--- src/hdl/assert_macros.svh ---
// Assertion helpers used by the classifier core.
// Each macro expects a clock named i_clk and an active-low reset i_rst_n in scope.
`ifndef ASSERT_MACROS_SVH
`define ASSERT_MACROS_SVH

// Implication checked outside reset.
`define ACG_ASSERT_IMP(lbl, ante, cons, msg) \
    lbl: assert property (@(posedge i_clk) disable iff (!i_rst_n) (ante) |-> (cons)) \
        else $error(msg);

// Property that must hold on the cycle after reset is seen.
`define ACG_ASSERT_RST(lbl, cons, msg) \
    lbl: assert property (@(posedge i_clk) !i_rst_n |=> (cons)) else $error(msg);

`endif

--- src/hdl/acg_pkg.sv ---
// ----------------------------------------------------------------------------
// acg_pkg
// Shared types, constants and the arctangent table for the arc gauge
// pixel classifier.
// ----------------------------------------------------------------------------
`timescale 1ns / 1ps

package acg_pkg;

    // CORDIC datapath width: 10-bit magnitude, 20-bit prescale, growth, sign
    localparam int CW       = 33;
    localparam int PRESCALE = 20;
    localparam int ATAN_N   = 24;

    // atan(2^-i) in units of 1e-12 degree
    localparam longint unsigned ATAN_PDEG [ATAN_N] = '{
        64'd45000000000000, 64'd26565051177078, 64'd14036243467926, 64'd7125016348902,
        64'd3576334374997,  64'd1789910608246,  64'd895173710211,   64'd447614170861,
        64'd223810500369,   64'd111905677066,   64'd55952891894,    64'd27976452617,
        64'd13988227142,    64'd6994113675,     64'd3497056851,     64'd1748528427,
        64'd874264214,      64'd437132107,      64'd218566053,      64'd109283027,
        64'd54641513,       64'd27320757,       64'd13660378,       64'd6830189
    };

    // Configuration register indexes
    typedef enum logic [2:0] {
        CFG_CENTER_X     = 3'd0,
        CFG_CENTER_Y     = 3'd1,
        CFG_RADIUS       = 3'd2,
        CFG_CHARGE_PCT   = 3'd3,
        CFG_CHARGE_KNOWN = 3'd4,
        CFG_TRACK_STROKE = 3'd5,
        CFG_ARC_STROKE   = 3'd6,
        CFG_DASH_DEGREES = 3'd7
    } t_cfg_idx;

    // Per-pixel sideband carried along the CORDIC cells
    typedef struct packed {
        logic signed [11:0] pixel_x;
        logic signed [11:0] pixel_y;
        logic [21:0]        d4;
        logic               up_neg;
        logic               right_neg;
        logic               ax_zero;
        logic               ay_zero;
    } t_side;

    // Per-pixel flags carried along the modulo cells
    typedef struct packed {
        logic signed [11:0] pixel_x;
        logic signed [11:0] pixel_y;
        logic               in_arc;
        logic               in_trk;
        logic               arc_hit;
    } t_flags;

    // One finished result word
    typedef struct packed {
        logic signed [11:0] pixel_x;
        logic signed [11:0] pixel_y;
        logic               draw;
        logic               on_arc;
    } t_result;

    // atan(2^-i) in degrees, rounded to frac fraction bits
    function automatic longint unsigned atan_step(int i, int frac);
        longint unsigned one;
        one = 64'd1 << frac;
        return (ATAN_PDEG[i] * one + 64'd500000000000) / 64'd1000000000000;
    endfunction

endpackage

--- src/hdl/acg_mod_cell.sv ---
// ----------------------------------------------------------------------------
// acg_mod_cell
// One restoring step of angle modulo the dash period.
// ----------------------------------------------------------------------------
`timescale 1ns / 1ps

module acg_mod_cell #(
    parameter int SHIFT = 0,
    parameter int AW    = 17,
    parameter int MW    = 25
) (
    input  logic             i_clk,
    input  logic             i_en,
    input  logic [AW-1:0]    i_rem,
    input  logic [MW-1:0]    i_period,
    input  acg_pkg::t_flags  i_flags,
    output logic [AW-1:0]    o_rem,
    output acg_pkg::t_flags  o_flags
);
    import acg_pkg::*;

    logic [MW-1:0] cmp;
    logic [MW-1:0] rem_w;
    logic [AW-1:0] n_rem;

    logic [AW-1:0] r_rem;
    t_flags        r_flags;

    // Subtract the shifted period when it fits
    always_comb begin
        cmp   = i_period << SHIFT;
        rem_w = MW'(i_rem);
        n_rem = (rem_w >= cmp) ? AW'(rem_w - cmp) : i_rem;
    end

    always_ff @(posedge i_clk) begin
        if (i_en) begin
            r_rem   <= n_rem;
            r_flags <= i_flags;
        end
    end

    assign o_rem   = r_rem;
    assign o_flags = r_flags;

endmodule

--- config.mk ---
export PLATFORM = sky130hd
export DESIGN_NAME = acg_mod_cell
export DESIGN_NICKNAME = d
export VERILOG_FILES = /design/src/hdl/assert_macros.svh /design/src/hdl/acg_pkg.sv /design/src/hdl/acg_mod_cell.sv
export SDC_FILE = /design/constraint.sdc
export NUM_CORES = 1
export LEC_CHECK = 0
export BUFFER_PORTS_ARGS = -buffer_cell sky130_fd_sc_hd__buf_2
export CORE_ASPECT_RATIO = 1.1
export CORE_MARGIN = 1
export CORE_UTILIZATION = 52
export CTS_CLUSTER_SIZE = 25
export DETAILED_ROUTE_END_ITERATION = 12
export GPL_TIMING_DRIVEN = 0
export PLACE_DENSITY = 0.92
export SKIP_CTS_REPAIR_TIMING = 1
export SYNTH_ARGS = -nofsm -noshare
export SYNTH_HDL_FRONTEND = slang
export SYNTH_SLANG_ARGS = --single-unit
--- constraint.sdc ---
create_clock -name i_clk -period 6.35 [get_ports i_clk]
set_input_delay 0.3175 -clock i_clk [delete_from_list [all_inputs] [get_ports i_clk]]
set_output_delay 0.3175 -clock i_clk [all_outputs]
set_load 0.05 [all_outputs]
Word level (Yosys, flattened, before mapping)
Index checks and enable logic that the tools add are counted.
{"block": "op_classes", "add_sub_neg": 1, "n_mux": 1, "n_lt_le_gt_ge": 1}
{"cell": "17-bit by 25-bit greater-or-equal comparator with 1-bit output", "n": 1}
{"cell": "17-bit 2-to-1 mux", "n": 1}
{"cell": "17-bit subtractor", "n": 1}
{"block": "word_totals", "wordCells": 9, "regBits": 44, "out_inout_bits": 44, "input_bits": 71}

Logic depth before layout (Yosys ltp)
{"block": "logic_depth", "depth_word": 2, "mapped_depth": 10, "ltp_nobuf": 10}

Least setup slack after synthesis
Ideal clock, no wire load.
{"block": "synth_timing", "path_type": "input port to flip-flop", "start": "input i_period[10]", "end": "register r_rem[10] (netlist: o_rem[10]), data pin", "required_time_ns": 6.090, "slack_ns": 3.819, "setup_ns": 0.260, "arrival_ns": 2.271, "path_buffers": 2, "stages": 9, "cell_sequence": "inv_1 > ha_1 > buf_4 > nand3_1 > o22ai_1 > o21bai_2 > a211oi_4 > buf_6 > mux2_4"}
{"block": "synth_via", "elab_chain_cells": 2, "elab_cells_between_ends": 3, "cone_classes": "add/sub: 1; order compare: 1; mux: 1"}
{"item": "start: declaration", "line": "acg_mod_cell.sv:15", "text": "input logic [MW-1:0] i_period,"}
{"item": "17-bit by 25-bit greater-or-equal comparator with 1-bit output / 17-bit subtractor (equally long branches)", "line": "acg_mod_cell.sv:33", "text": "n_rem = (rem_w >= cmp) ? AW'(rem_w - cmp) : i_rem;"}
{"item": "17-bit 2-to-1 mux *", "line": "acg_mod_cell.sv:33"}
{"item": "net n_rem[10]", "line": "acg_mod_cell.sv:24", "text": "logic [AW-1:0] n_rem;"}
{"item": "end signal: assignment", "line": "acg_mod_cell.sv:38", "text": "r_rem <= n_rem;"}
{"item": "end: declaration", "line": "acg_mod_cell.sv:26", "text": "logic [AW-1:0] r_rem;"}
The timed path passes the listed nets; every way through them passes the cells marked *.
A chain may end at the register's enable or synchronous reset.

Worst setup path after layout
{"block": "layout_timing", "start": "input i_rem[10]", "end": "register r_rem[15] (netlist: o_rem[15]), data pin"}
{"block": "layout_via", "elab_chain_cells": 2, "elab_cells_between_ends": 3, "cone_classes": "add/sub: 1; order compare: 1; mux: 1"}
{"item": "start: declaration", "line": "acg_mod_cell.sv:14", "text": "input logic [AW-1:0] i_rem,"}
{"item": "17-bit by 25-bit greater-or-equal comparator with 1-bit output / 17-bit subtractor (equally long branches)", "line": "acg_mod_cell.sv:33"}
{"item": "17-bit 2-to-1 mux *", "line": "acg_mod_cell.sv:33"}
{"item": "net n_rem[15]", "line": "acg_mod_cell.sv:24"}
Marks and branches as above.

==> flow_metrics.env <==
export IMPL_dp_hpwl_um=4612
export IMPL_synth_commonest_cells="edfxtp_1, inv_1, ha_1, nand2_1, nor2_1"
export IMPL_cts_sinks=44
export IMPL_core_area_um2=4782
export IMPL_synth_compound_area_frac=0.1485
export IMPL_initial_core_util=0.5583
export IMPL_antenna_cells=0
export IMPL_power_density_nw_per_um2=237.4
export IMPL_max_freq_mhz=377.1
export IMPL_cap_violations=0
export IMPL_yosysWarnings=0
export IMPL_hold_viol=0
export IMPL_arrival_ps=2690
export IMPL_whs_path_depth=1
export IMPL_rsz0062_at_grt="false"
export IMPL_portBuffers=114
export IMPL_crit_required_ps=6390
export IMPL_cts_tree="yes"
export IMPL_max_clock_path_buffers=2
export IMPL_status="finished clean"
export IMPL_syn_nets=313
export IMPL_min_period_ps=2652
export IMPL_drc=0
export IMPL_start_kind="primary input"
export IMPL_row_count=26
export IMPL_antenna_left=0
export IMPL_synth_simple_area_share=0.1078
export IMPL_synth_area_leader_cell="edfxtp_1"
export IMPL_grt_max_degree=45
export IMPL_grt_pass1_vias=2097
export IMPL_ys_seq_area_frac=0.4948
export IMPL_post_route_cells_drive_above_1_share=0.4566
export IMPL_yosys_most_used_dff="edfxtp_1"
export IMPL_die_y_um=77.16
export IMPL_synthAdderAreaFrac=0.08716
export IMPL_netlist_area_um2=2670
export IMPL_die_area_um2=5426
export IMPL_drv_slew=0
export IMPL_syn_inst=224
export IMPL_period_share=0.4176
export IMPL_clk_pin_slew_worst_paths_ps=90
export IMPL_async_reset_ff_frac=0
export IMPL_ioPinCount=115
export IMPL_grt_ovfl_total=0
export IMPL_first_iter_violations=96
export IMPL_yosysTopAreaCellShare=0.4948
export IMPL_critPathKind="primary input to flop"
export IMPL_final_setup_tns_ps=0
export IMPL_yosys_top_cells_area="edfxtp_1, ha_1, mux2_4, inv_1, mux2_2"
export IMPL_cts_made_buffers=5
export IMPL_wl_um=5932
export IMPL_fillers=361
export IMPL_critPathCaptureType="flop"
export IMPL_vdd_drop_max_uv=93.59
export IMPL_hold_class="primary input to flop"
export IMPL_gp_congestion=0.8350
export IMPL_synth_mux_area_frac=0.08201
export IMPL_worst_slew_pin_slew_ps=973.5
export IMPL_grt_use_total=0.2228
export IMPL_drtPass1Iterations=4
export IMPL_dieWidth_um=70.32
export IMPL_p_leak_nw=1.550
export IMPL_vias=2156
export IMPL_yosysUniqueCellTypes=50
export IMPL_ys_ff_latch=44
export IMPL_final_nets=434
export IMPL_grt_pass1_wl_um=9597
export IMPL_viasPerCell=5.363
export IMPL_whs_ps=184.6
export IMPL_slew_headroom=0.3510
export IMPL_cp_max_fo=10
export IMPL_syn_area_per_cell_um2=11.92
export IMPL_htree_levels=2
export IMPL_synth_most_common_cell="edfxtp_1"
export IMPL_yosys_area_share_xor_xnor=0.02952
export IMPL_synth_edf_count=44
export IMPL_antenna_found_initial=0
export IMPL_setup_violations=0
export IMPL_synth_top_family_by_area="compound AO/OA/AOI/OAI gates"
export IMPL_wl_per_cell_um=14.76
export IMPL_syn_to_final_growth_pct=28.02
export IMPL_clk_root_buffer_cell="clkbuf_8"
[flip-flops by register name (all words and copies together) (netlist names)]
name,cells
o_rem,17
o_flags,27
[power breakdown]
part           switching (mW)  internal (mW)
clock network          0.0965          0.117
logic                   0.165         0.0832
registers             0.00497          0.345
total                   0.267          0.545
[worst paths after layout]
kind         from           to
min   i_flags[20]  o_flags[20]
max     i_rem[10]    o_rem[15]
[area by class of cell]
class | count | area (µm²) | share of cell area
clock buffer | 6 | 72.57 | 0.02123
clock inverter | 2 | 35.03 | 0.01025
multi-input combinational | 152 | 1215 | 0.3554
inverter | 22 | 82.58 | 0.02416
sequential | 44 | 1321 | 0.3865
timing repair buffer | 114 | 570.5 | 0.1669
tap | 56 | 70.07 | 0.02050
buffer | 6 | 51.30 | 0.01501
[stage by stage]
step | area [µm²] | std cells | power [mW] | utilization | setup slack, ps
after floorplan | 2670 | 224 | 0.5377 | - | 3819
after global placement | 3311 | 394 | 0.5967 | 0.6923 | 3415
after detailed placement | 3311 | 394 | 0.6036 | 0.6923 | 3396
after CTS | 3418 | 402 | 0.8128 | 0.7148 | 3681
after global routing | 3418 | 402 | 0.8433 | 0.7148 | 3514
final | 3418 | 402 | 0.8115 | 0.7148 | 3698
[metal layers]
layer,track usage,vias to the layer above,share of wire,routed length (µm)
met1,0.2491,982,0.40,2374
met4,0.06800,0,0.0089,53
met3,0.03679,5,0.065,388
met2,0.4229,102,0.53,3115
li1,-,1067,-,-
met5,0,-,0,0
[critical path: stages]
cell,delay [ps]
buf_2,100
ha_1,270
buf_4,140
nand3_1,180
o22ai_1,440
o21bai_2,150
a211oi_4,500
buf_6,260
mux2_4,320
[cell families after synthesis]
group,Yosys count
flops,44
buf+inv,28
simple gates,56
xor+xnor,9
fa+ha+maj,18
mux,17
compound gates,52
[placed cells by master (no fill, tap or decap), types with 3 or more instances in the layout]
master,synthesis,layout
nand3_1,3,3
nor2_1,15,15
buf_2,0,114
nor3_1,3,3
mux2_2,7,7
ha_1,17,17
buf_4,3,3
nand2_1,17,17
nand4_1,3,3
o21a_1,3,3
edfxtp_1,44,44
inv_1,22,22
a21oi_1,13,13
xor2_1,4,4
mux2_4,8,8
clkbuf_8,1,6
o21ai_0,10,10
a21o_2,3,3
nor4_1,3,3
xnor2_1,5,5
(Power assumes the default switching activity.)
