<file path="src/hdl/assert_macros.svh">
// Assertion helpers used by the classifier core.
// Each macro expects a clock named i_clk and an active-low reset i_rst_n in scope.
`ifndef ASSERT_MACROS_SVH
`define ASSERT_MACROS_SVH

// Implication checked outside reset.
`define ACG_ASSERT_IMP(lbl, ante, cons, msg) \
    lbl: assert property (@(posedge i_clk) disable iff (!i_rst_n) (ante) |-> (cons)) \
        else $error(msg);

// Property that must hold on the cycle after reset is seen.
`define ACG_ASSERT_RST(lbl, cons, msg) \
    lbl: assert property (@(posedge i_clk) !i_rst_n |=> (cons)) else $error(msg);

`endif

</file>
<file path="src/hdl/acg_pkg.sv">
// ----------------------------------------------------------------------------
// acg_pkg
// Shared types, constants and the arctangent table for the arc gauge
// pixel classifier.
// ----------------------------------------------------------------------------
`timescale 1ns / 1ps

package acg_pkg;

    // CORDIC datapath width: 10-bit magnitude, 20-bit prescale, growth, sign
    localparam int CW       = 33;
    localparam int PRESCALE = 20;
    localparam int ATAN_N   = 24;

    // atan(2^-i) in units of 1e-12 degree
    localparam longint unsigned ATAN_PDEG [ATAN_N] = '{
        64'd45000000000000, 64'd26565051177078, 64'd14036243467926, 64'd7125016348902,
        64'd3576334374997,  64'd1789910608246,  64'd895173710211,   64'd447614170861,
        64'd223810500369,   64'd111905677066,   64'd55952891894,    64'd27976452617,
        64'd13988227142,    64'd6994113675,     64'd3497056851,     64'd1748528427,
        64'd874264214,      64'd437132107,      64'd218566053,      64'd109283027,
        64'd54641513,       64'd27320757,       64'd13660378,       64'd6830189
    };

    // Configuration register indexes
    typedef enum logic [2:0] {
        CFG_CENTER_X     = 3'd0,
        CFG_CENTER_Y     = 3'd1,
        CFG_RADIUS       = 3'd2,
        CFG_CHARGE_PCT   = 3'd3,
        CFG_CHARGE_KNOWN = 3'd4,
        CFG_TRACK_STROKE = 3'd5,
        CFG_ARC_STROKE   = 3'd6,
        CFG_DASH_DEGREES = 3'd7
    } t_cfg_idx;

    // Per-pixel sideband carried along the CORDIC cells
    typedef struct packed {
        logic signed [11:0] pixel_x;
        logic signed [11:0] pixel_y;
        logic [21:0]        d4;
        logic               up_neg;
        logic               right_neg;
        logic               ax_zero;
        logic               ay_zero;
    } t_side;

    // Per-pixel flags carried along the modulo cells
    typedef struct packed {
        logic signed [11:0] pixel_x;
        logic signed [11:0] pixel_y;
        logic               in_arc;
        logic               in_trk;
        logic               arc_hit;
    } t_flags;

    // One finished result word
    typedef struct packed {
        logic signed [11:0] pixel_x;
        logic signed [11:0] pixel_y;
        logic               draw;
        logic               on_arc;
    } t_result;

    // atan(2^-i) in degrees, rounded to frac fraction bits
    function automatic longint unsigned atan_step(int i, int frac);
        longint unsigned one;
        one = 64'd1 << frac;
        return (ATAN_PDEG[i] * one + 64'd500000000000) / 64'd1000000000000;
    endfunction

endpackage

</file>
<file path="src/hdl/acg_front.sv">
// ----------------------------------------------------------------------------
// acg_front
// Entry cell: folds the offset into the first quadrant, squares the
// distance and forms the screen coordinates.
// ----------------------------------------------------------------------------
`timescale 1ns / 1ps

module acg_front (
    input  logic                    i_clk,
    input  logic                    i_en,
    input  logic signed [9:0]       i_dx,
    input  logic signed [9:0]       i_dy,
    input  logic [9:0]              i_center_x,
    input  logic [9:0]              i_center_y,
    output logic signed [acg_pkg::CW-1:0] o_x,
    output logic signed [acg_pkg::CW-1:0] o_y,
    output acg_pkg::t_side          o_side
);
    import acg_pkg::*;

    logic signed [10:0] up;
    logic signed [10:0] right;
    logic [9:0]         ax;
    logic [9:0]         ay;
    logic signed [19:0] sqx;
    logic signed [19:0] sqy;
    logic [20:0]        sum;
    t_side              side;

    logic signed [CW-1:0] r_x;
    logic signed [CW-1:0] r_y;
    t_side                r_side;

    // Fold into the first quadrant and square
    always_comb begin
        up    = -{i_dy[9], i_dy};
        right = {i_dx[9], i_dx};
        ax    = up[10] ? 10'(-up) : up[9:0];
        ay    = right[10] ? 10'(-right) : right[9:0];
        sqx   = i_dx * i_dx;
        sqy   = i_dy * i_dy;
        sum   = 21'(unsigned'(sqx)) + 21'(unsigned'(sqy));
        side.pixel_x   = signed'({2'b00, i_center_x} + {{2{i_dx[9]}}, i_dx});
        side.pixel_y   = signed'({2'b00, i_center_y} + {{2{i_dy[9]}}, i_dy});
        side.d4        = {sum[19:0], 2'b00};
        side.up_neg    = up[10];
        side.right_neg = i_dx[9];
        side.ax_zero   = (i_dy == 10'sd0);
        side.ay_zero   = (i_dx == 10'sd0);
    end

    // Hold on stall, load when the chain advances
    always_ff @(posedge i_clk) begin
        if (i_en) begin
            r_x    <= signed'({{(CW-10-PRESCALE){1'b0}}, ax, {PRESCALE{1'b0}}});
            r_y    <= signed'({{(CW-10-PRESCALE){1'b0}}, ay, {PRESCALE{1'b0}}});
            r_side <= side;
        end
    end

    assign o_x    = r_x;
    assign o_y    = r_y;
    assign o_side = r_side;

endmodule

</file>
<file path="config.mk">
export PLATFORM = sky130hd
export DESIGN_NAME = acg_front
export DESIGN_NICKNAME = d
export VERILOG_FILES = /design/src/hdl/assert_macros.svh /design/src/hdl/acg_pkg.sv /design/src/hdl/acg_front.sv
export SDC_FILE = /design/constraint.sdc
export NUM_CORES = 1
export LEC_CHECK = 0
export ABC_AREA = 1
export BUFFER_PORTS_ARGS = -buffer_cell sky130_fd_sc_hd__buf_4
export CAP_MARGIN = 20
export CORE_ASPECT_RATIO = 1.25
export CORE_MARGIN = 1
export CORE_UTILIZATION = 30
export CTS_BUF_LIST = sky130_fd_sc_hd__clkbuf_16
export CTS_CLUSTER_DIAMETER = 100
export DETAILED_ROUTE_END_ITERATION = 6
export MAX_ROUTING_LAYER = met4
export PLACE_DENSITY = 0.55
export SKIP_CTS_REPAIR_TIMING = 1
export SYNTH_ARGS = -nofsm -noshare
export SYNTH_HDL_FRONTEND = slang
export SYNTH_SLANG_ARGS = --single-unit
</file>
<file path="constraint.sdc">
create_clock -name i_clk -period 9.6 [get_ports i_clk]
set_input_delay 0.48 -clock i_clk [delete_from_list [all_inputs] [get_ports i_clk]]
set_output_delay 0.48 -clock i_clk [all_outputs]
set_load 0.01 [all_outputs]
</file>
Yosys cells after proc, flatten, opt, wreduce, memory -nomap -nowiden
Index checks and enable logic that the tools add are counted.
{"block": "totals", "register_bits": 68, "rom_bits": 0, "output_inout_bits": 116, "in_bits": 42, "latchBits": 0, "mem_count": 0, "ram_bits": 0}
{"block": "op_classes", "mux": 2, "mul": 2, "n_lt_le_gt_ge": 0, "eq_ne": 0, "bitwise_logic": 0, "n_div": 0, "reduce_logical": 2, "shifts": 0, "add_sub_neg": 6}
{"op": "$mul 10x10->20", "count": 2}
{"op": "$add 11x10->12", "count": 2}
{"op": "$add 20x20->20", "count": 1}
{"op": "$logic_not 10->1", "count": 2}
{"op": "$neg 10->10", "count": 2}
{"op": "$neg 11->11", "count": 1}
{"op": "$mux 10", "count": 1}
{"op": "$mux 9", "count": 1}

Longest topological paths before layout
{"block": "logic_depth", "depth_word": 3, "mapped_depth": 28, "depth_no_buf": 28}

Least setup slack after synthesis
OpenSTA, ideal clock, no wires.
{"block": "synth_timing", "kind": "input to register", "start": "input port i_dy[9]", "end": "register r_side, in the netlist o_side[25] (data pin)", "t_required_ns": 9.348, "cell_stages": 24, "n_path_buf": 2, "arrival_ns": 6.127, "setup_slack_ns": 3.221, "path_cell_list": "clkbuf_1 -> clkbuf_1 -> nand2_1 -> inv_1 -> fa_1 -> fa_1 -> inv_1 -> fa_1 -> inv_1 -> fa_1 -> inv_1 -> fa_1 -> inv_1 -> fa_1 -> inv_1 -> fa_1 -> inv_1 -> ha_1 -> a21oi_1 -> o21bai_1 -> a21oi_1 -> inv_1 -> nand2_1 -> nand2_1"}
{"item": "from (decl)", "line": "acg_front.sv:12", "text": "input logic signed [9:0] i_dy,"}
{"item": "to (signal assigned)", "line": "acg_front.sv:57", "text": "r_side <= side;"}
{"item": "to (decl)", "line": "acg_front.sv:32", "text": "t_side r_side;"}

==> flow_summary.json <==
{
  "postRouteWirelength_microns": 26300,
  "cp-start-kind": "input port",
  "die_y_microns": 219,
  "fin_setup_tns_ps": 0,
  "clk_pin_slew_ps": 60,
  "grt.overflow.total": 0,
  "nets": 1696,
  "firstDrtPassIters": 4,
  "fin_crit_ps": 6220,
  "status": "completed",
  "die_x_microns": 175,
  "cap_violations": 0,
  "synthCells": 1264,
  "grt.total_usage_pct": 15.1,
  "ctsHtreeMaxLevel": 3,
  "top_level_ports": 158,
  "hold_viol": 0,
  "grt_setup_unrepaired": "false",
  "postSynthAreaPerCell_sq_um": 8.92,
  "critical_path_required_ps": 9720,
  "critPathCaptureType": "flop",
  "worst-path-max-fanout": 25,
  "synth_area_sq_um": 11300,
  "cts-root-buf": "clkbuf_16",
  "clockBufferDepth": 2,
  "grt_pass1_wl_microns": 42600,
  "drt_iter0_drc": 369,
  "fmax_mhz": 161,
  "dpl.cell_count": 1834,
  "port_buffers": 109,
  "dieArea_sq_um": 38300,
  "crit_arrival_ps": 6340,
  "hold_class": "input port to flop",
  "via_per_inst": 4.28,
  "max_slew_margin_pct": 33.7,
  "cts_made_buffers": 9,
  "drtAntennaViolNets": 0,
  "seq_area_frac_synth_pct": 18.1,
  "clock-sinks": 68,
  "async_reset_ff_share_pct": 0,
  "path_class": "input port to flop",
  "area_growth_pct": 13.0,
  "setup_viol": 0,
  "holdWs_ps": 398,
  "stdcell_count": 1850,
  "via_count": 7920,
  "wire_per_inst_microns": 14.2,
  "antenna_found_initial": 0,
  "grt_pass1_vias": 8391,
  "synth_ff_type": "edfxtp_1",
  "tightest_slew_ps": 994,
  "dp_hpwl_microns": 22100,
  "grt_max_degree": 69,
  "diodes": 0,
  "ys.warnings.count": 0,
  "std_cell_rows": 79,
  "initial_utilization_pct": 30.3,
  "synth.distinct_cells": 32,
  "drv_slew": 0,
  "cts_tree": "done",
  "coreArea_sq_um": 37200,
  "gp_congestion": 0.871,
  "drcViolationCount": 0,
  "final_core_util_pct": 34.3,
  "final_layout_size_suffix_gt1_share_pct": 9.97,
  "synth-edff-count": 68,
  "hold_depth": 2,
  "yosys_register_bits": 68,
  "period_share_pct": 64.8
}
[through the flow]
stage | cell area (sq um) | setup WS, ps
2_1_floorplan | 11400 | 3220
3_3_place_gp | 12400 | 3010
3_5_place_dp | 12400 | 2960
4_1_cts | 12700 | 3350
5_1_grt | 12700 | 3070
6_report | 12700 | 3380
[cell families after synthesis]
| kind of cell | Yosys count | synth area share (%) |
|---|---|---|
| AO/OA/AOI/OAI | 58 | 2.88 |
| XOR/XNOR | 54 | 4.20 |
| adder cells (fa/ha/maj) | 295 | 45.8 |
| buffers and inverters | 448 | 16.6 |
| flip-flops | 68 | 18.1 |
| other | 1 | 0.0333 |
| AND/OR/NAND/NOR | 340 | 12.4 |
[cell usage after synthesis (2+ instances only)]
master / n / area, sq um
inv_2: 2 / 7.51
nand3_1: 43 / 215
o21ai_0: 17 / 85.1
xor2_1: 37 / 324
clkbuf_1: 21 / 78.8
ha_1: 99 / 1240
edfxtp_1: 68 / 2040
nand2_1: 226 / 848
buf_2: 2 / 10.0
a21o_1: 3 / 22.5
fa_1: 196 / 3920
inv_1: 373 / 1400
buf_4: 48 / 360
a211o_1: 2 / 17.5
a21oi_1: 29 / 145
xnor2_1: 17 / 149
nand4_1: 6 / 37.5
a221oi_1: 2 / 17.5
nand2_2: 2 / 12.5
nor4_1: 2 / 12.5
nor2_2: 4 / 25.0
or2_2: 2 / 12.5
o21bai_1: 3 / 22.5
nor3_1: 10 / 50.1
nor2_1: 43 / 161
[cell usage in the layout (no fill, tap or decap), types with 2 or more instances in the layout]
cell and count:
conb_1 48, clkbuf_16 9, edfxtp_1 68, ha_1 99, nand3_1 43, a21o_1 3
xnor2_1 17, a211o_1 2, inv_2 2, nor2_1 43, inv_1 373, nand4_1 6
a221oi_1 2, nand2_2 2, o21ai_0 17, nor2_2 4, or2_2 2, xor2_1 37
nand2_1 226, nor4_1 2, buf_4 109, a21oi_1 29, nor3_1 10, inv_6 2
bufinv_16 2, fa_1 196, o21bai_1 3
[state kept, by name, summed over array words and instances, names as in the netlist]
register and cells:
o_x 10, o_y 10, o_side 48
[routing by layer]
| metal | wire length, microns | track usage, % | vias to the layer above |
|---|---|---|---|
| met5 | 0 | - | - |
| met4 | 773 | 5.68 | 0 |
| met3 | 834 | 2.07 | 28 |
| met2 | 15300 | 29.6 | 151 |
| met1 | 9400 | 15.0 | 3937 |
| li1 | - | - | 3804 |
[critical path: stages]
cell and delay [ps]:
buf_4 280, nand2_1 200, inv_1 160, fa_1 570, fa_1 560, inv_1 60
fa_1 530, inv_1 60, fa_1 500, inv_1 50, fa_1 480, fa_1 550
inv_1 50, fa_1 470, ha_1 400, nand2_1 110, nor2_1 50, nand3_1 80
nand4_1 250, a21oi_1 260, inv_1 60, nand2_1 60, nand2_1 40
[path summary, 6_finish.rpt]
check / start / end / slack, ps
hold / removal: i_center_x[0] / o_side[38]$_DFFE_PP_ / 400
setup / recovery: i_dx[9] / o_side[25]$_DFFE_PP_ / 3380
[cell type report]
type | instances | area [sq um]
fill | 3920 | 24400
multi-input combinational | 795 | 7530
sequential | 68 | 2040
inverter | 376 | 1410
timing repair buffer | 109 | 818
tap | 486 | 608
clock buffer | 9 | 225
clock inverter | 7 | 98.8
Power is not shown: default switching activity piles up to over one toggle a cycle in this logic, so the estimate is an artifact.
