[src/hdl/assert_macros.svh]
// Assertion helpers used by the classifier core.
// Each macro expects a clock named i_clk and an active-low reset i_rst_n in scope.
`ifndef ASSERT_MACROS_SVH
`define ASSERT_MACROS_SVH

// Implication checked outside reset.
`define ACG_ASSERT_IMP(lbl, ante, cons, msg) \
    lbl: assert property (@(posedge i_clk) disable iff (!i_rst_n) (ante) |-> (cons)) \
        else $error(msg);

// Property that must hold on the cycle after reset is seen.
`define ACG_ASSERT_RST(lbl, cons, msg) \
    lbl: assert property (@(posedge i_clk) !i_rst_n |=> (cons)) else $error(msg);

`endif

[src/hdl/acg_pkg.sv]
// ----------------------------------------------------------------------------
// acg_pkg
// Shared types, constants and the arctangent table for the arc gauge
// pixel classifier.
// ----------------------------------------------------------------------------
`timescale 1ns / 1ps

package acg_pkg;

    // CORDIC datapath width: 10-bit magnitude, 20-bit prescale, growth, sign
    localparam int CW       = 33;
    localparam int PRESCALE = 20;
    localparam int ATAN_N   = 24;

    // atan(2^-i) in units of 1e-12 degree
    localparam longint unsigned ATAN_PDEG [ATAN_N] = '{
        64'd45000000000000, 64'd26565051177078, 64'd14036243467926, 64'd7125016348902,
        64'd3576334374997,  64'd1789910608246,  64'd895173710211,   64'd447614170861,
        64'd223810500369,   64'd111905677066,   64'd55952891894,    64'd27976452617,
        64'd13988227142,    64'd6994113675,     64'd3497056851,     64'd1748528427,
        64'd874264214,      64'd437132107,      64'd218566053,      64'd109283027,
        64'd54641513,       64'd27320757,       64'd13660378,       64'd6830189
    };

    // Configuration register indexes
    typedef enum logic [2:0] {
        CFG_CENTER_X     = 3'd0,
        CFG_CENTER_Y     = 3'd1,
        CFG_RADIUS       = 3'd2,
        CFG_CHARGE_PCT   = 3'd3,
        CFG_CHARGE_KNOWN = 3'd4,
        CFG_TRACK_STROKE = 3'd5,
        CFG_ARC_STROKE   = 3'd6,
        CFG_DASH_DEGREES = 3'd7
    } t_cfg_idx;

    // Per-pixel sideband carried along the CORDIC cells
    typedef struct packed {
        logic signed [11:0] pixel_x;
        logic signed [11:0] pixel_y;
        logic [21:0]        d4;
        logic               up_neg;
        logic               right_neg;
        logic               ax_zero;
        logic               ay_zero;
    } t_side;

    // Per-pixel flags carried along the modulo cells
    typedef struct packed {
        logic signed [11:0] pixel_x;
        logic signed [11:0] pixel_y;
        logic               in_arc;
        logic               in_trk;
        logic               arc_hit;
    } t_flags;

    // One finished result word
    typedef struct packed {
        logic signed [11:0] pixel_x;
        logic signed [11:0] pixel_y;
        logic               draw;
        logic               on_arc;
    } t_result;

    // atan(2^-i) in degrees, rounded to frac fraction bits
    function automatic longint unsigned atan_step(int i, int frac);
        longint unsigned one;
        one = 64'd1 << frac;
        return (ATAN_PDEG[i] * one + 64'd500000000000) / 64'd1000000000000;
    endfunction

endpackage

[src/hdl/acg_cordic_cell.sv]
// ----------------------------------------------------------------------------
// acg_cordic_cell
// One vectoring CORDIC micro-rotation with a fixed shift and angle step.
// ----------------------------------------------------------------------------
`timescale 1ns / 1ps

module acg_cordic_cell #(
    parameter int              SHIFT = 0,
    parameter int              ZW    = 18,
    parameter longint unsigned STEP  = 64'd11520
) (
    input  logic                          i_clk,
    input  logic                          i_en,
    input  logic signed [acg_pkg::CW-1:0] i_x,
    input  logic signed [acg_pkg::CW-1:0] i_y,
    input  logic signed [ZW-1:0]          i_z,
    input  acg_pkg::t_side                i_side,
    output logic signed [acg_pkg::CW-1:0] o_x,
    output logic signed [acg_pkg::CW-1:0] o_y,
    output logic signed [ZW-1:0]          o_z,
    output acg_pkg::t_side                o_side
);
    import acg_pkg::*;

    localparam logic signed [ZW-1:0] ZSTEP = ZW'(STEP);

    logic signed [CW-1:0] xs;
    logic signed [CW-1:0] ys;
    logic                 y_pos;
    logic signed [CW-1:0] n_x;
    logic signed [CW-1:0] n_y;
    logic signed [ZW-1:0] n_z;

    logic signed [CW-1:0] r_x;
    logic signed [CW-1:0] r_y;
    logic signed [ZW-1:0] r_z;
    t_side                r_side;

    // Rotate towards the x axis
    always_comb begin
        xs    = i_x >>> SHIFT;
        ys    = i_y >>> SHIFT;
        y_pos = !i_y[CW-1] && (i_y != '0);
        if (y_pos) begin
            n_x = i_x + ys;
            n_y = i_y - xs;
            n_z = i_z + ZSTEP;
        end else begin
            n_x = i_x - ys;
            n_y = i_y + xs;
            n_z = i_z - ZSTEP;
        end
    end

    always_ff @(posedge i_clk) begin
        if (i_en) begin
            r_x    <= n_x;
            r_y    <= n_y;
            r_z    <= n_z;
            r_side <= i_side;
        end
    end

    assign o_x    = r_x;
    assign o_y    = r_y;
    assign o_z    = r_z;
    assign o_side = r_side;

endmodule

[config.mk]
export PLATFORM = sky130hd
export DESIGN_NAME = acg_cordic_cell
export DESIGN_NICKNAME = d
export VERILOG_FILES = /design/src/hdl/assert_macros.svh /design/src/hdl/acg_pkg.sv /design/src/hdl/acg_cordic_cell.sv
export SDC_FILE = /design/constraint.sdc
export NUM_CORES = 1
export LEC_CHECK = 0
export BUFFER_PORTS_ARGS = -buffer_cell sky130_fd_sc_hd__buf_2
export CORE_UTILIZATION = 45
export DETAILED_ROUTE_END_ITERATION = 6
export GPL_TIMING_DRIVEN = 0
export MAX_ROUTING_LAYER = met4
export PLACE_DENSITY = 0.72
export SLEW_MARGIN = 20
export SYNTH_ARGS = -nofsm -noshare
export SYNTH_HDL_FRONTEND = slang
export SYNTH_SLANG_ARGS = --single-unit
[constraint.sdc]
create_clock -name i_clk -period 3.55 [get_ports i_clk]
set_input_delay 0.1775 -clock i_clk [delete_from_list [all_inputs] [get_ports i_clk]]
set_output_delay 0.1775 -clock i_clk [all_outputs]
set_load 0.02 [all_outputs]
; ---- Word level (Yosys, flattened, before mapping)
; Cells that the tools add are included.
[op_classes]
addsub = 5
mux = 3
n_reduce_logical = 3
[ops]
columns = cell, count
row1 = $mux 33, 2
row2 = $sub 33x33->33, 2
row3 = $add 33x33->33, 1
row4 = $reduce_bool 33->1, 1
row5 = $add 18x15->18 const B, 1
row6 = $mux 18, 1
row7 = $sub 18x15->18 const B, 1
row8 = $logic_and 1x1->1, 1
row9 = $logic_not 1->1, 1
[word_totals]
reg_bits = 134
input_bits = 136
output_inout_bits = 134
wordCells = 21

; ---- Longest topological paths before layout
[logic_depth]
ltp_word = 3
ltp_mapped = 16
ltp_nobuf = 13

; ---- Worst setup path before layout
; OpenSTA, ideal clock, no wires.
[synth_timing]
path_type = in2reg
startpoint = input i_y[25] (netlist name)
endpoint = register r_z[17], in the netlist o_z[17] (data pin)
setup_ns = 0.259
arrival_ns = 3.044
t_required_ns = 3.291
path_slack_ns = 0.246
path_stages = 14
n_path_buf = 2
cell_sequence = nor4_1 nand4_1 o21bai_2 clkbuf_1 buf_1 ha_1 a21o_1 a21oi_1 o21ai_0 a21oi_1 o21ai_0 a21o_1 a21oi_1 xnor2_1
[synth_via]
elab_chain_cells = 3
[synth_rtl]
columns = item, line_no
row1 = "start, declared", acg_cordic_cell.sv:15  ; input logic signed [acg_pkg::CW-1:0] i_y,
row2 = $reduce_bool 33->1, acg_cordic_cell.sv:43  ; y_pos = !i_y[CW-1] && (i_y != '0);
row3 = $logic_and 1x1->1, acg_cordic_cell.sv:43
row4 = $mux 18, acg_cordic_cell.sv:44  ; if (y_pos) begin
row5 = named net n_z[17], acg_cordic_cell.sv:32  ; logic signed [ZW-1:0] n_z;
row6 = "end signal, assigned", acg_cordic_cell.sv:59  ; r_z <= n_z;
row7 = "end, declared", acg_cordic_cell.sv:36  ; logic signed [ZW-1:0] r_z;
; The timed path passes the listed nets, and every way through them passes these cells.
; A chain may end at the register's enable or synchronous reset.

; ---- Final worst setup path
[layout_timing]
startpoint = input i_y[24] (netlist name)
endpoint = register r_z[17], in the netlist o_z[17] (data pin)
; The elaborated chain is that of the path after synthesis.

==> results by group <==
Place
  • Routability cong.: 1.03
  • Setup WS pre-CTS: -1.53 ns
  • Dpl hpwl: 29.3 mm
  • Port-buffer cells: about 270
  • Post-DP Area: 12000 um2

Yosys
  • Post-synthesis xor/xnor area fraction: slightly below 6%
  • Syn Inst Count: 1093
  • Post-synthesis sequential area ratio: 38.9%
  • Main combinational cell family by area after synthesis: compound AO/OA/AOI/OAI gates
  • Mux share of post-synthesis cell area: roughly 1.1%
  • FFs w/ async S/R, synth: 0%
  • Post-synth EDFFs: 133
  • Synth warn: 0
  • Compound-Gate Fraction of Synth Area: 21.3%
  • Top FF cell, synth: edfxtp_1
  • Mapped cell area: 10300 um2
  • Mean Syn Cell Area: 9.40 um2
  • Yosys top cell by area: edfxtp_1
  • Syn Nets: 1337
  • Post-synthesis simple-gate area fraction: between 10 and 15%
  • Count of cell types in the netlist: between 70 and 80
  • FF+latch count, synth: 133
  • Area share of the largest cell type after synthesis: 38.9%
  • Top cells by area, synth: edfxtp_1 39%, ha_1 13%, a21oi_1 5.7%
  • Adder-Cell Fraction of Synth Area: 13.4%

Worst hold path
  • Hold Crit Class: input port to flop
  • Hold Path Cell Cnt: 2

Worst setup path
  • Crit path launch type: input port
  • Required @ worst endpoint: 3.72 ns
  • WS Path Type: input port to flop
  • CP max FO: 14
  • Worst Setup EP: o_z[17]$_DFFE_PP_
  • Critical Path Start: i_y[24]
  • CP endpoint kind: flop
  • Worst Path Arrival: approximately 3.5 ns

Die
  • Core Area: 22100 um2
  • I/O pin total: 270
  • Initial Util: a little under half
  • # rows: 54
  • Die outline area: 23400 um2
  • Die Span Y: 153 um
  • Die span in x: 153 um

STA
  • Slew Limit Headroom: 35.3%
  • Post-route setup slack: 0.257 ns
  • Final hold violations: 0
  • Unrepaired setup endpoints after global routing: no
  • Setup tns final: 0 ns
  • Slew @ Worst Pin: 0.971 ns
  • Worst hold-check slack: 0.0812 ns
  • Fmax: 0.304 GHz
  • Final period utilization: between 90% and 100%
  • Count of pins over their slew limit: 0
  • Fin crit period: roughly 3.3 ns
  • Count of final setup violators: 0

Detailed routing
  • 1st-pass router iterations: 6
  • Drt initial violations: approximately 1000
  • Via count: a little over 10000
  • WL/cell: about 22 um
  • Antenna Nets Post-Route: 0
  • DRC Markers: 0
  • Via density: 5.94
  • Drt total wl: 38.1 mm

Clocking
  • Clock transition at path regs: 0.07 ns
  • Root buf cell: clkbuf_16
  • CTS tree: built
  • Num CTS Buffers: 17
  • Htree depth: 4
  • Max clock buf depth: 2
  • Clock Sinks: 133

Layout
  • Share of cells above drive strength 1: a little under a quarter
  • Most frequent cells in the layout: 275 x buf_2, 133 x edfxtp_1, 116 x a21oi_1
  • Area grow syn2layout: 29.3%
  • Nets: 1686
  • Fin area: 13300 um2
  • Antenna diodes: 0
  • # fillers: 1901
  • Commonest non-fill, non-tap cell in the layout: buf_2

Global routing
  • Largest net degree at the start of global routing: 87
  • Vias in the first global route: 9826
  • GRT Total Usage: 33.3%
  • Remaining Overflow, GRT: 0
  • First-pass GRT wire length: a little under 60 mm
  • Initial antenna violation count: 0

Power and ir drop
  • Power Density: 435 nW/um2
  • Leakage power: 5.82 nW
  • IR Drop Worst-Case VDD: 0.286 mV

Outcome
  • Status: complete, no violations

Job
  • # Max-Cap Violations: 0
## synth_stat cells (4+ instances only)
master,instances
xnor2_1,59
and2_1,7
nor4b_1,4
a211o_1,4
o31ai_1,8
a41oi_1,4
buf_1,6
nand4_1,13
nor4_1,21
o211ai_1,11
nand3_1,22
a21o_1,25
o21bai_1,13
a21oi_1,117
ha_1,104
or2_2,4
or4_1,4
o21ai_0,58
a211oi_1,17
nor2_1,72
or3_1,8
nand2_1,55
xor2_1,10
nor3_1,25
buf_2,7
nor2b_1,21
edfxtp_1,133
a31oi_1,10
fa_1,4
o2111ai_1,4
o21ai_1,13
o221ai_1,4
inv_1,103
nand3b_1,4
mux2i_1,11
a311o_1,4
clkbuf_1,32
nand2b_1,7
o21a_1,11
## layer usage
layer	up-vias	track usage (%)	part of all wire, %
li1	4704	-	-
met1	4969	43.7	42
met2	578	53.2	47
met3	61	5.36	8.4
met4	0	9.48	2.3
met5	-	-	0
## kinds of logic (layout without fill, tap and decap cells)
logic type	count (synthesis)	count (layout)
mux	11	11
buf+inv	153	515
xor+xnor	69	69
fa+ha+maj	108	108
simple gates	277	277
flops	133	133
compound gates	342	342
## what timing repair did
action / 4_1_cts / 5_1_grt
setup buffers: 2 / 2
hold buffers: 58 / 0
pin swaps: 2 / 4
hold endpoints to repair: 58 / 0
resized for setup: 16 / 6
endpoints found under the setup margin: 8 / 2
## flip-flops by register name (all words and copies together) (netlist names)
name and flops:
o_z 18, o_x 32, o_side 50, o_y 33
## layout make-up
class                           instances  area, um2  share of cell area, %
Multi-Input combinational cell        807       5750                   43.3
Clock buffer                           17        425                   3.20
Sequential cell                       133       3990                   30.1
Timing Repair Buffer                  332       1990                   15.0
Clock inverter                         15        166                   1.25
Buffer                                 46        214                   1.61
Inverter                              105        394                   2.97
Tap cell                              280        350                   2.64
## how the worst min path moves through the flow
| stage | startpoint | endpoint | slack (ns) |
|---|---|---|---|
| global placement | i_side[9] | o_side[9]$_DFFE_PP_ | 0.35 |
| floorplan | i_side[0] | o_side[0]$_DFFE_PP_ | 0.28 |
| detailed placement | i_side[23] | o_side[23]$_DFFE_PP_ | 0.36 |
| finish | i_z[8] | o_z[8]$_DFFE_PP_ | 0.08 |
| CTS | i_z[8] | o_z[8]$_DFFE_PP_ | 0.07 |
| global route | i_z[8] | o_z[8]$_DFFE_PP_ | 0.08 |
## report_power, final
part / internal (W) / total (W) / switching (W)
registers: 0.00199 / 0.00205 / 0.0000533
logic: 0.000674 / 0.00194 / 0.00126
clock network: 0.00100 / 0.00179 / 0.000791
## metrics by stage
step / util, % / instances / total power [W]
final: 60.1 / 1735 / 0.00577
after global routing: 60.1 / 1735 / 0.00600
after CTS: 60.0 / 1734 / 0.00575
after detailed placement: 54.3 / 1643 / 0.00391
after global placement: 54.2 / 1642 / 0.00389
after floorplan: - / 1093 / 0.00322
## critical path: stages
cell and delay [ns]:
buf_2 0.14, nor4_1 0.42, nand4_1 0.26, o21bai_4 0.26, clkbuf_4 0.31, buf_4 0.27, ha_1 0.27, a21o_1 0.17
a21oi_2 0.18, o21ai_0 0.10, a21oi_1 0.21, o21ai_0 0.18, a21o_1 0.22, a21oi_1 0.17, xnor2_1 0.12
Note: power is estimated with default switching activity, not from simulation.
